--- src/rtl/core/assert_macros.svh ---
// assertion macros shared by the deframer modules
// no dependencies; included by the files that carry assertions
`ifndef ASSERT_MACROS_SVH
`define ASSERT_MACROS_SVH

// clocked property, switched off while reset is high
`define PLDF_ASSERT(lbl, clk, rst, prop, msg) \
   lbl: assert property (@(posedge clk) disable iff (rst) (prop)) else $error(msg);

// clocked property, checked in every cycle including reset
`define PLDF_ASSERT_ALWAYS(lbl, clk, prop, msg) \
   lbl: assert property (@(posedge clk) (prop)) else $error(msg);

`endif

--- src/rtl/core/pldf_pkg.sv ---
// types and constants for the preamble/length packet deframer
// no dependencies; imported by every module of the block
`default_nettype none

package pldf_pkg;

   localparam logic       CMD_BYTE      = 1'b0;
   localparam logic       CMD_RESTART   = 1'b1;

   localparam logic [7:0] PREAMBLE_BYTE = 8'hAA;
   localparam int         PREAMBLE_LEN   = 3;
   localparam int         HEADER_LEN     = 6;
   localparam int         FRAME_OVERHEAD = 8;

   // wide enough for length plus frame overhead
   localparam int         CMP_W = 17;

   localparam logic [2:0] PH_PREAMBLE = 3'd0;
   localparam logic [2:0] PH_ID       = 3'd1;
   localparam logic [2:0] PH_LENGTH   = 3'd2;
   localparam logic [2:0] PH_PAYLOAD  = 3'd3;
   localparam logic [2:0] PH_CHECKSUM = 3'd4;
   localparam logic [2:0] PH_DONE     = 3'd5;
   localparam logic [2:0] PH_ERROR    = 3'd6;

   typedef struct packed {
      logic       cmd;
      logic [7:0] rx_byte;
   } req_type;

   typedef struct packed {
      logic [2:0]  phase;
      logic [10:0] byte_position;
      logic [15:0] payload_length;
      logic [7:0]  packet_id;
      logic [7:0]  data_byte;
      logic        byte_taken;
   } rsp_type;

endpackage

`default_nettype wire

--- src/rtl/core/pldf_parser.sv ---
// phase machine, byte counter and header decode of the deframer
// depends on pldf_pkg and assert_macros.svh
`default_nettype none
`include "assert_macros.svh"

module pldf_parser
   import pldf_pkg::*;
#(
   parameter int MAX_PAYLOAD = 1024
) (
   input  wire logic    clock,
   input  wire logic    reset,
   input  wire logic    accept,
   input  wire req_type in_data,
   output rsp_type      out_data
);

   localparam int CNT_W = $clog2(MAX_PAYLOAD + FRAME_OVERHEAD + 1);

   typedef enum logic [6:0] {
      ST_PREAMBLE = 7'b0000001,
      ST_ID       = 7'b0000010,
      ST_LENGTH   = 7'b0000100,
      ST_PAYLOAD  = 7'b0001000,
      ST_CHECKSUM = 7'b0010000,
      ST_DONE     = 7'b0100000,
      ST_ERROR    = 7'b1000000
   } state_type;

   state_type        state_ff, state_in;
   logic [CNT_W-1:0] count_ff, count_in, count_inc;
   logic [7:0]       low_ff, low_in;
   logic [15:0]      len_ff, len_in, len_cat;
   logic [7:0]       id_ff, id_in;
   logic             taken;
   logic [2:0]       phase;

   always_comb begin
      state_in  = state_ff;
      count_in  = count_ff;
      low_in    = low_ff;
      len_in    = len_ff;
      id_in     = id_ff;
      taken     = 1'b0;
      count_inc = count_ff + 1'b1;
      len_cat   = {in_data.rx_byte, low_ff};
      if (in_data.cmd == CMD_RESTART) begin
         state_in = ST_PREAMBLE;
         count_in = '0;
         low_in   = '0;
         len_in   = '0;
         id_in    = '0;
      end else begin
         case (state_ff)
            ST_PREAMBLE: begin
               taken    = 1'b1;
               count_in = count_inc;
               if (in_data.rx_byte != PREAMBLE_BYTE) begin
                  state_in = ST_ERROR;
               end else if (count_inc == CNT_W'(PREAMBLE_LEN)) begin
                  state_in = ST_ID;
               end
            end
            ST_ID: begin
               taken    = 1'b1;
               count_in = count_inc;
               id_in    = in_data.rx_byte;
               state_in = ST_LENGTH;
            end
            ST_LENGTH: begin
               taken    = 1'b1;
               count_in = count_inc;
               if (count_inc == CNT_W'(HEADER_LEN - 1)) begin
                  low_in = in_data.rx_byte;
               end else begin
                  len_in = len_cat;
                  if (len_cat > 16'(MAX_PAYLOAD)) begin
                     state_in = ST_ERROR;
                  end else if (len_cat != 16'd0) begin
                     state_in = ST_PAYLOAD;
                  end else begin
                     state_in = ST_CHECKSUM;
                  end
               end
            end
            ST_PAYLOAD: begin
               taken    = 1'b1;
               count_in = count_inc;
               if (CMP_W'(count_inc) == CMP_W'(len_ff) + CMP_W'(HEADER_LEN)) begin
                  state_in = ST_CHECKSUM;
               end
            end
            ST_CHECKSUM: begin
               taken    = 1'b1;
               count_in = count_inc;
               if (CMP_W'(count_inc) == CMP_W'(len_ff) + CMP_W'(FRAME_OVERHEAD)) begin
                  state_in = ST_DONE;
               end
            end
            ST_DONE: begin
               state_in = ST_ERROR;
            end
            default: begin
               state_in = state_ff;
            end
         endcase
      end
   end

   always_comb begin
      case (state_in)
         ST_PREAMBLE: phase = PH_PREAMBLE;
         ST_ID:       phase = PH_ID;
         ST_LENGTH:   phase = PH_LENGTH;
         ST_PAYLOAD:  phase = PH_PAYLOAD;
         ST_CHECKSUM: phase = PH_CHECKSUM;
         ST_DONE:     phase = PH_DONE;
         default:     phase = PH_ERROR;
      endcase
   end

   always_comb begin
      out_data.phase          = phase;
      out_data.byte_position  = 11'(count_in);
      out_data.payload_length = len_in;
      out_data.packet_id      = id_in;
      out_data.data_byte      = taken ? in_data.rx_byte : 8'd0;
      out_data.byte_taken     = taken;
   end

   always_ff @(posedge clock) begin
      if (reset) begin
         state_ff <= ST_PREAMBLE;
         count_ff <= '0;
         low_ff   <= '0;
         len_ff   <= '0;
         id_ff    <= '0;
      end else if (accept) begin
         state_ff <= state_in;
         count_ff <= count_in;
         low_ff   <= low_in;
         len_ff   <= len_in;
         id_ff    <= id_in;
      end
   end

   `PLDF_ASSERT(a_restart_clears, clock, reset, !reset && accept && in_data.cmd == CMD_RESTART |=> state_ff == ST_PREAMBLE && count_ff == '0 && len_ff == 16'd0, "restart did not clear the parser")
   `PLDF_ASSERT(a_error_holds, clock, reset, !reset && accept && in_data.cmd == CMD_BYTE && state_ff == ST_ERROR |=> state_ff == ST_ERROR && count_ff == $past(count_ff), "error phase changed without restart")
   `PLDF_ASSERT(a_payload_bound, clock, reset, state_ff == ST_PAYLOAD |-> CMP_W'(count_ff) < CMP_W'(len_ff) + CMP_W'(HEADER_LEN), "byte count ran past the payload end")

endmodule

`default_nettype wire

--- src/rtl/core/pldf_skid.sv ---
// two-entry result buffer between the parser and the result channel
// depends on pldf_pkg and assert_macros.svh
`default_nettype none
`include "assert_macros.svh"

module pldf_skid
   import pldf_pkg::*;
(
   input  wire logic    clock,
   input  wire logic    reset,
   input  wire logic    in_valid,
   output logic         in_stall,
   input  wire rsp_type in_data,
   output logic         out_valid,
   input  wire logic    out_stall,
   output rsp_type      out_data
);

   logic    main_valid_ff;
   logic    skid_valid_ff;
   rsp_type main_ff;
   rsp_type skid_ff;
   logic    push;
   logic    pop;

   assign in_stall  = skid_valid_ff;
   assign out_valid = main_valid_ff;
   assign out_data  = main_ff;
   assign push      = in_valid && !skid_valid_ff;
   assign pop       = main_valid_ff && !out_stall;

   always_ff @(posedge clock) begin
      if (reset) begin
         main_valid_ff <= 1'b0;
         skid_valid_ff <= 1'b0;
      end else if (pop) begin
         if (skid_valid_ff) begin
            skid_valid_ff <= 1'b0;
         end else begin
            main_valid_ff <= push;
         end
      end else if (push) begin
         if (main_valid_ff) begin
            skid_valid_ff <= 1'b1;
         end else begin
            main_valid_ff <= 1'b1;
         end
      end
   end

   always_ff @(posedge clock) begin
      if (pop) begin
         if (skid_valid_ff) begin
            main_ff <= skid_ff;
         end else if (push) begin
            main_ff <= in_data;
         end
      end else if (push) begin
         if (main_valid_ff) begin
            skid_ff <= in_data;
         end else begin
            main_ff <= in_data;
         end
      end
   end

   `PLDF_ASSERT_ALWAYS(a_skid_needs_main, clock, reset || !skid_valid_ff || main_valid_ff, "skid entry held with empty output stage")
   `PLDF_ASSERT(a_skid_kept, clock, reset, !reset && skid_valid_ff && out_stall |=> skid_valid_ff && $stable(skid_ff), "skid entry lost while output stalled")

endmodule

`default_nettype wire

--- src/rtl/core/preamble_length_packet_deframer.sv ---
// top level of the preamble/length packet deframer: parser and result buffer
// depends on pldf_pkg, pldf_parser and pldf_skid
//
//   channel  dir  handshake              payload
//   req      in   req_valid / req_stall  req_data  (cmd, rx_byte)
//   rsp      out  rsp_valid / rsp_stall  rsp_data  (phase .. byte_taken)
//
// one item per cycle while req_stall is low; each item gives one result, registered in the output buffer
// the phase machine and counter update in the same cycle as the item is taken
// a two-entry output buffer lets one more item in while a result is stalled
// req_stall rises only when both buffer entries are held
// synchronous reset returns to waiting for preamble with an empty buffer
`default_nettype none

module preamble_length_packet_deframer
   import pldf_pkg::*;
#(
   parameter int MAX_PAYLOAD = 1024
) (
   input  wire logic    clock,
   input  wire logic    reset,
   input  wire logic    req_valid,
   output logic         req_stall,
   input  wire req_type req_data,
   output logic         rsp_valid,
   input  wire logic    rsp_stall,
   output rsp_type      rsp_data
);

   logic    accept;
   rsp_type result;

   assign accept = req_valid && !req_stall;

   pldf_parser #(
      .MAX_PAYLOAD(MAX_PAYLOAD)
   ) u_parser (
      .clock    (clock),
      .reset    (reset),
      .accept   (accept),
      .in_data  (req_data),
      .out_data (result)
   );

   pldf_skid u_skid (
      .clock     (clock),
      .reset     (reset),
      .in_valid  (req_valid),
      .in_stall  (req_stall),
      .in_data   (result),
      .out_valid (rsp_valid),
      .out_stall (rsp_stall),
      .out_data  (rsp_data)
   );

endmodule

`default_nettype wire
--- config.mk ---
export PLATFORM = sky130hd
export DESIGN_NAME = preamble_length_packet_deframer
export DESIGN_NICKNAME = d
export VERILOG_FILES = /design/src/rtl/core/pldf_pkg.sv /design/src/rtl/core/pldf_parser.sv /design/src/rtl/core/pldf_skid.sv /design/src/rtl/core/preamble_length_packet_deframer.sv
export VERILOG_INCLUDE_DIRS = /design/src /design/src/rtl/core
export SDC_FILE = /design/constraint.sdc
export NUM_CORES = 1
export LEC_CHECK = 0
export ABC_CLOCK_PERIOD_IN_PS = 6800
export BUFFER_PORTS_ARGS = -buffer_cell sky130_fd_sc_hd__buf_2
export CAP_MARGIN = 10
export CORE_UTILIZATION = 30
export DETAILED_ROUTE_END_ITERATION = 12
export SKIP_LAST_GASP = 1
export SLEW_MARGIN = 10
export SYNTH_ARGS = -nofsm -noshare
export SYNTH_HDL_FRONTEND = slang
export SYNTH_SLANG_ARGS = --single-unit
export TNS_END_PERCENT = 50
--- constraint.sdc ---
create_clock -name clock -period 6.8 [get_ports clock]
set_input_delay 0.68 -clock clock [delete_from_list [all_inputs] [get_ports clock]]
set_output_delay 0.68 -clock clock [all_outputs]
set_load 0.05 [all_outputs]
==> results.ini, run 1 <==
[synth]
synth_cells = 853
yosys.area.top_type = edfxtp_1
syn_nets = 871
synth-main-ff-cell = edfxtp_1
ys_seq_area_share_pct = 49.72
synth_seq_cells = 146
syn_avg_cell_area_um2 = 9.110
ys_warn_count = 0
synth_top_area_share_pct = 36.32
synth.most_common_cell = nand2_1
netlist_area_um2 = 7771
synth_cell_types = 78
synth_edf_count = 94
synthTopCellsByCount = 220 x nand2_1, 94 x edfxtp_1, 76 x a21oi_1
async_flop_share_pct = 0
synthTopCellsByArea = edfxtp_1 36%, dfxtp_1 13%, nand2_1 11%

[routing]
drtPass1Iterations = 5
post_drt_wl_per_cell_um = 16.08
wirelength_mm = 19.73
ant_nets = 0
viasPerCell = 5.055
drtIter0Drc = 496
drc = 0
vias = 6202

[floorplan]
die-height_um = 162.9
die_w_um = 162.9
dieArea_um2 = 26550
core_area_um2 = 25330
start_util_pct = 30.68
io_pins = 62
num_rows = 58

[sta]
finalSetupTns_ns = 0
setup_viol = 0
whs_ns = 0.4565
fmax_ghz = 0.2519
drv_slew = 0
fin_crit_sh_pct = 58.38
rsz0062_at_grt = false
layout_min_cycle_time_ns = 3.970
hold_violations = 0
slew_headroom_pct = 29.46
fin_skew_ns = 0.009714
worstMarginPinSlew_ns = 1.058

[critical_path]
rr_worst_depth = 12
end_kind = register
crit_path_max_fanout = 21
arrival_ns = 4.15
r2r_start = u_parser.count_ff[0]$_SDFFE_PP0P_
path_class = reg2reg
slowest_delay_ns = 0.69
critPathLaunch = u_parser.count_ff[0]$_SDFFE_PP0P_
path_cells = ha_1, nand4_1, nor2_1, or4_1, a211oi_1, a21oi_2, buf_4, nor2b_1, o311ai_0, o21a_1, o311ai_2, mux2_4
required_ns = 6.98
critPathTopFamily = compound AO/OA/AOI/OAI gates
r2r-end = u_skid.out_data[46]$_DFFE_PP_
r2r_slack_ns = 2.83
slowest_stage = o311ai_0
cp-start-kind = register
worst-path-buf-inv = 1
critPathCapture = u_skid.out_data[46]$_DFFE_PP_
worst-path-stages = 12

[clock_tree]
cts_buffers = 17
cts_resized = 0
clockBufferDepth = 2
clk_latency_ns = 0.43
cts_tree = built
clk_pin_slew_worst_paths_ns = 0.06
postCtsSetupBuffers = 0
holdBufCountCts = 0
clock-sinks = 146
cts_root_buf = clkbuf_16
htreeDepth = 4

[pwr]
p_leak_nw = 3.221
powerDensity_nw_per_um2 = 239.3
vdd_drop_max_mv = 0.1712

[min_path]
min_path_type = reg2reg

[placement]
dp_hpwl_mm = 13.27
gp_congestion = 0.9188
port_buffers = 61

[run]
maxCapViolCount = 0

[cells_and_area]
drive_gt1_share_pct = 14.16
num_antenna_cells = 0
nFillCells = 2601
area_growth_pct = 14.72
final_nets = 902

[global_routing]
grt_usage_pct = 15.52
grt_start_max_net_pins = 57
grt_pass1_vias = 5820
antenna_found_initial = 0
gr-total-overflow = 0
grt_pass1_wl_mm = 31.93

[status]
outcome = finished, final reports clean

## report_power, final
group	switching [mW]	internal (mW)	total (mW)
combinational	0.165	0.0488	0.214
sequential	0.0129	0.976	0.989
clock	0.386	0.545	0.931
## how the worst min path moves through the flow
stage	start	end	slack [ns]	depth (start not counted)
6_report	u_parser.id_ff[3]$_SDFFE_PP0P_	u_parser.id_ff[3]$_SDFFE_PP0P_	0.46	2
5_1_grt	u_parser.id_ff[5]$_SDFFE_PP0P_	u_parser.id_ff[5]$_SDFFE_PP0P_	0.47	2
4_1_cts	u_parser.id_ff[4]$_SDFFE_PP0P_	u_parser.id_ff[4]$_SDFFE_PP0P_	0.46	2
3_5_place_dp	u_parser.id_ff[2]$_SDFFE_PP0P_	u_parser.id_ff[2]$_SDFFE_PP0P_	0.45	2
3_3_place_gp	u_parser.id_ff[0]$_SDFFE_PP0P_	u_parser.id_ff[0]$_SDFFE_PP0P_	0.44	2
2_1_floorplan	u_parser.id_ff[0]$_SDFFE_PP0P_	u_parser.id_ff[0]$_SDFFE_PP0P_	0.44	2
## stage by stage
stage	total power [mW]	std cells	setup WS, ns	util, %	instance area [um^2]
2_1_floorplan	1.165	853	2.820	-	7771
3_3_place_gp	1.222	1195	2.907	32.90	8332
3_5_place_dp	1.224	1195	2.867	32.90	8332
4_1_cts	2.161	1227	2.842	35.20	8915
5_1_grt	2.209	1227	2.566	35.20	8915
6_report	2.134	1227	2.830	35.20	8915
## layer usage
metal  global-route usage (%)  share of wire [%]  vias to the layer above
met5                        0                  0                        -
li1                         -                  -                     3070
met1                    20.38                 45                     2930
met2                    24.78                 48                      170
met4                    6.669                2.4                        0
met3                    2.979                4.6                       32
## cell families after synthesis
group / count (synthesis) / synth area share (%)
simple gates: 415 / 24.67
flops: 146 / 49.72
compound gates: 145 / 12.11
buf+inv: 69 / 3.671
xor+xnor: 46 / 5.361
mux: 27 / 3.671
fa+ha+maj: 5 / 0.8050
## cell type report
type / instances / area, um^2 / area share, %
clock buffers: 18 / 429.2 / 4.814
clock inverters: 14 / 153.9 / 1.726
inverters: 11 / 41.29 / 0.4632
multi-input cells: 638 / 3641 / 40.84
flip-flops and latches: 146 / 3864 / 43.34
well taps: 330 / 412.9 / 4.632
repair buffers: 70 / 372.9 / 4.182
## sequential cells by signal (all words and copies together) (netlist names), 7 cells and up
name,flops
u_parser.id_ff,8
u_parser.len_ff,16
u_skid.skid_ff,47
u_parser.low_ff,8
u_skid.out_data,47
u_parser.state_ff,7
u_parser.count_ff,11
## worst register-to-register path, stage by stage (launching register included)
cell and delay [ns]:
dfxtp_1 0.39, ha_1 0.35, nand4_1 0.21, nor2_1 0.10
or4_1 0.47, a211oi_1 0.37, a21oi_2 0.09, buf_4 0.25
nor2b_1 0.17, o311ai_0 0.69, o21a_1 0.24, o311ai_2 0.12
mux2_4 0.29
## cells in the final DEF (no fill, tap or decap), drive strengths merged, types with 12 or more instances in the layout
| master | instances |
|---|---|
| o21ai | 13 |
| a21oi | 76 |
| xnor2 | 37 |
| mux2i | 18 |
| edfxtp | 94 |
| nand3 | 13 |
| clkbuf | 18 |
| nand2 | 220 |
| buf | 70 |
| dfxtp | 52 |
| nor2 | 73 |
| inv | 15 |
| nor3 | 19 |
| and3 | 12 |
Power figures use the tool's default switching activity.
==> inputs of run 2 (changes only) <==
--- a/config.mk
+++ b/config.mk
@@ -6,7 +6,7 @@
 export SDC_FILE = /design/constraint.sdc
 export NUM_CORES = 1
 export LEC_CHECK = 0
-export ABC_CLOCK_PERIOD_IN_PS = 6800
+export ABC_CLOCK_PERIOD_IN_PS = 3500
 export BUFFER_PORTS_ARGS = -buffer_cell sky130_fd_sc_hd__buf_2
 export CAP_MARGIN = 10
 export CORE_UTILIZATION = 30
==> constraint.sdc (replaced) <==
create_clock -name clock -period 3.5 [get_ports clock]
set_input_delay 0.35 -clock clock [delete_from_list [all_inputs] [get_ports clock]]
set_output_delay 0.35 -clock clock [all_outputs]
set_load 0.05 [all_outputs]
==> run 2 against run 1 <==
  * Count of clock-buffer cells in the layout is 1 lower
  * Flip-flop and latch count stayed put
  * Core utilization is 3.1 points higher
  * Final cell count is 5.8% higher
  * Setup slack worse by 2.7 ns
  * Sequential share of layout area is 3.5 points lower
  * Critical endpoint is now u_skid.out_data[45]$_DFFE_PP_
==> results.ini, run 2 (synthesis gave the netlist of run 1 again) <==
[status]
outcome = finished, final reports clean

[sta]
setup_viol = 0  ; unchanged
hold_violations = 0  ; unchanged
layout_min_cycle_time_ns = 3.384  ; -0.5853 ns
worstMarginPinSlew_ns = 1.049  ; -0.008876 ns
finalSetupTns_ns = 0  ; unchanged
fin_skew_ns = 0.01194  ; +0.002231 ns
slew_headroom_pct = 30.05  ; +0.59 points
fin_crit_sh_pct = 96.70  ; +38 points
whs_ns = 0.2588  ; -0.1977 ns
fmax_ghz = 0.2955  ; +17%
rsz0062_at_grt = true
drv_slew = 0  ; unchanged

[clock_tree]
htreeDepth = 4  ; unchanged
clock-sinks = 146  ; unchanged
holdBufCountCts = 0  ; unchanged
cts_tree = built
clockBufferDepth = 2  ; unchanged
cts_root_buf = clkbuf_16
clk_pin_slew_worst_paths_ns = 0.06  ; about the same
clk_latency_ns = 0.43  ; about the same
cts_buffers = 17  ; unchanged

[floorplan]
core_area_um2 = 25330  ; unchanged
die_w_um = 162.9  ; unchanged
die-height_um = 162.9  ; unchanged
num_rows = 58  ; unchanged
dieArea_um2 = 26550  ; unchanged
start_util_pct = 30.68  ; unchanged
io_pins = 62  ; unchanged

[pwr]
p_total_mw = 4.217  ; +98%
p_seq_share_pct = 45.4  ; -1.0 points
switching_share_pct = 26.94  ; +0.52 points
vdd_drop_max_mv = 0.3271  ; +91%
clkPwrFrac_pct = 43.9  ; +0.3 points
powerDensity_nw_per_um2 = 434.3  ; +81%
p_leak_nw = 3.603  ; +12%
p_sw_mw = 1.136  ; +100%
comb_power_share_pct = 10.7  ; +0.7 points
p_int_mw = 3.081  ; +96%

[critical_path]
path_class = reg2reg
end_kind = register
worst-path-buf-inv = 4  ; +3
arrival_ns = 3.65  ; -0.50 ns
crit_path_max_fanout = 6  ; -71%
cpMostUsedCell = buf_4
path_cells = buf_4, ha_4, buf_4, and4_4, nand3_1, buf_4, xnor2_1, a21boi_0, nor4bb_1, nand4b_1, o21ai_1, o311ai_4, buf_6, and3_2, o31ai_2
critPathTopFamily = simple AND/OR/NAND/NOR gates
cp-start-kind = register
required_ns = 3.76  ; -3.22 ns
slowest_delay_ns = 0.33  ; -0.36 ns
slowest_stage = dfxtp_2

[global_routing]
gr-total-overflow = 0  ; unchanged
antenna_found_initial = 1  ; +1
grt_usage_pct = 16.02  ; +0.51 points
grt_pass1_vias = 6130  ; +5.3%
grt_start_max_net_pins = 53  ; -7.0%
grt_pass1_wl_mm = 33.02  ; +3.4%

[routing]
top_layer = met5
wl_met3_um = 849  ; -7.2%
wirelength_mm = 20.70  ; +4.9%
drc = 0  ; unchanged
vias = 6407  ; +3.3%
wl_met2_mm = 9.936  ; +5.8%
ant_nets = 0  ; unchanged
post_drt_wl_per_cell_um = 15.95  ; -0.82%
wl_met1_mm = 9.584  ; +7.1%
drtPass1Iterations = 5  ; unchanged
drtIter0Drc = 391  ; -21%
viasPerCell = 4.936  ; -2.3%

[placement]
dpl_cell_area_um2 = 8817  ; +5.8%
dp_hpwl_mm = 14.32  ; +7.9%
gp_congestion = 0.8645  ; -5.9%
port_buffers = 61  ; unchanged

[cells_and_area]
final_common_cell = nand2_1
layout_common_cells = 220 x nand2_1, 94 x edfxtp_1, 78 x buf_4, 73 x a21oi_1, 72 x nor2_1
final_nets = 973  ; +7.9%
area_growth_pct = 24.94
drive_gt1_share_pct = 24.17  ; +10 points
stdcell_area_um2 = 9709  ; +8.9%
nFillCells = 2540  ; -2.3%
num_antenna_cells = 0  ; unchanged

[run]
maxCapViolCount = 0  ; unchanged

[min_path]
min_path_type = in2reg

-- run 2: cell count changes in the layout (fill, tap and decap cells not counted), moves of 4 or more --
cell,previous run,this run
dfxtp_2,0,7
clkinv_4,5,1
buf_4,9,78
dfxtp_1,52,45
inv_6,3,7
-- run 2: power by group through the flow --
stage	combinational [mW]	sequential [mW]	clock (mW)
2_1_floorplan	0.156	2.11	0
3_3_place_gp	0.435	1.95	0
3_5_place_dp	0.438	1.95	0
4_1_cts	0.450	1.92	1.90
5_1_grt	0.483	1.92	1.97
6_report	0.451	1.92	1.85
-- run 2: per-layer routing --
metal,up-vias,GRT usage [%]
li1,3202,-
met1,3032,20.98
met2,152,26.40
met3,19,3.056
met4,2,5.310
met5,-,0
-- run 2: final timing paths --
| check | from | to | slack [ns] | cells after the start |
|---|---|---|---|---|
| setup reg to reg | u_parser.count_ff[0]$_SDFFE_PP0P_ | u_skid.out_data[45]$_DFFE_PP_ | 0.12 | 15 |
| hold / removal | req_valid | u_skid.in_stall$_SDFFE_PP0P_ | 0.26 | 3 |
| hold reg to reg | u_parser.id_ff[4]$_SDFFE_PP0P_ | u_parser.id_ff[4]$_SDFFE_PP0P_ | 0.46 | 2 |
| setup / recovery | u_parser.count_ff[0]$_SDFFE_PP0P_ | u_skid.out_data[45]$_DFFE_PP_ | 0.12 | 15 |
-- run 2: final cells by class --
class / instances / area [um^2] / area share, %
clock buffer: 17 / 425.4 / 4.381
clock inverter: 15 / 167.7 / 1.727
inverter: 11 / 41.29 / 0.4253
multi-input combinational: 638 / 3867 / 39.83
sequential: 146 / 3872 / 39.88
tap: 330 / 412.9 / 4.253
timing repair buffer: 141 / 922.1 / 9.497
-- run 2: worst register-to-register path, delay by kind of cell, from the launching register on --
family	cells	cell delay (ns)
xor gates and xnor gates	1	0.25
and+or+nand+nor	5	1.02
DFF	1	0.33
AOI/OAI and AO/OA	4	0.79
buffers and inverters	4	0.66
adders and majority gates	1	0.17
-- run 2: timing repair --
item                       4_1_cts  5_1_grt
resized for setup               23       24
setup endpoints to repair        6        6
pin swaps                        5       13
buffers inserted                 5        3
-- run 2: per-stage QoR --
step / utilization, % / cells / setup WS [ns]
after CTS: 37.78 / 1295 / 0.001313
after detailed placement: 34.81 / 1258 / -0.2549
final: 38.34 / 1298 / 0.1156
after global placement: 34.81 / 1258 / -0.1797
after floorplan: - / 853 / 0.02984
after global routing: 38.34 / 1298 / -0.03395
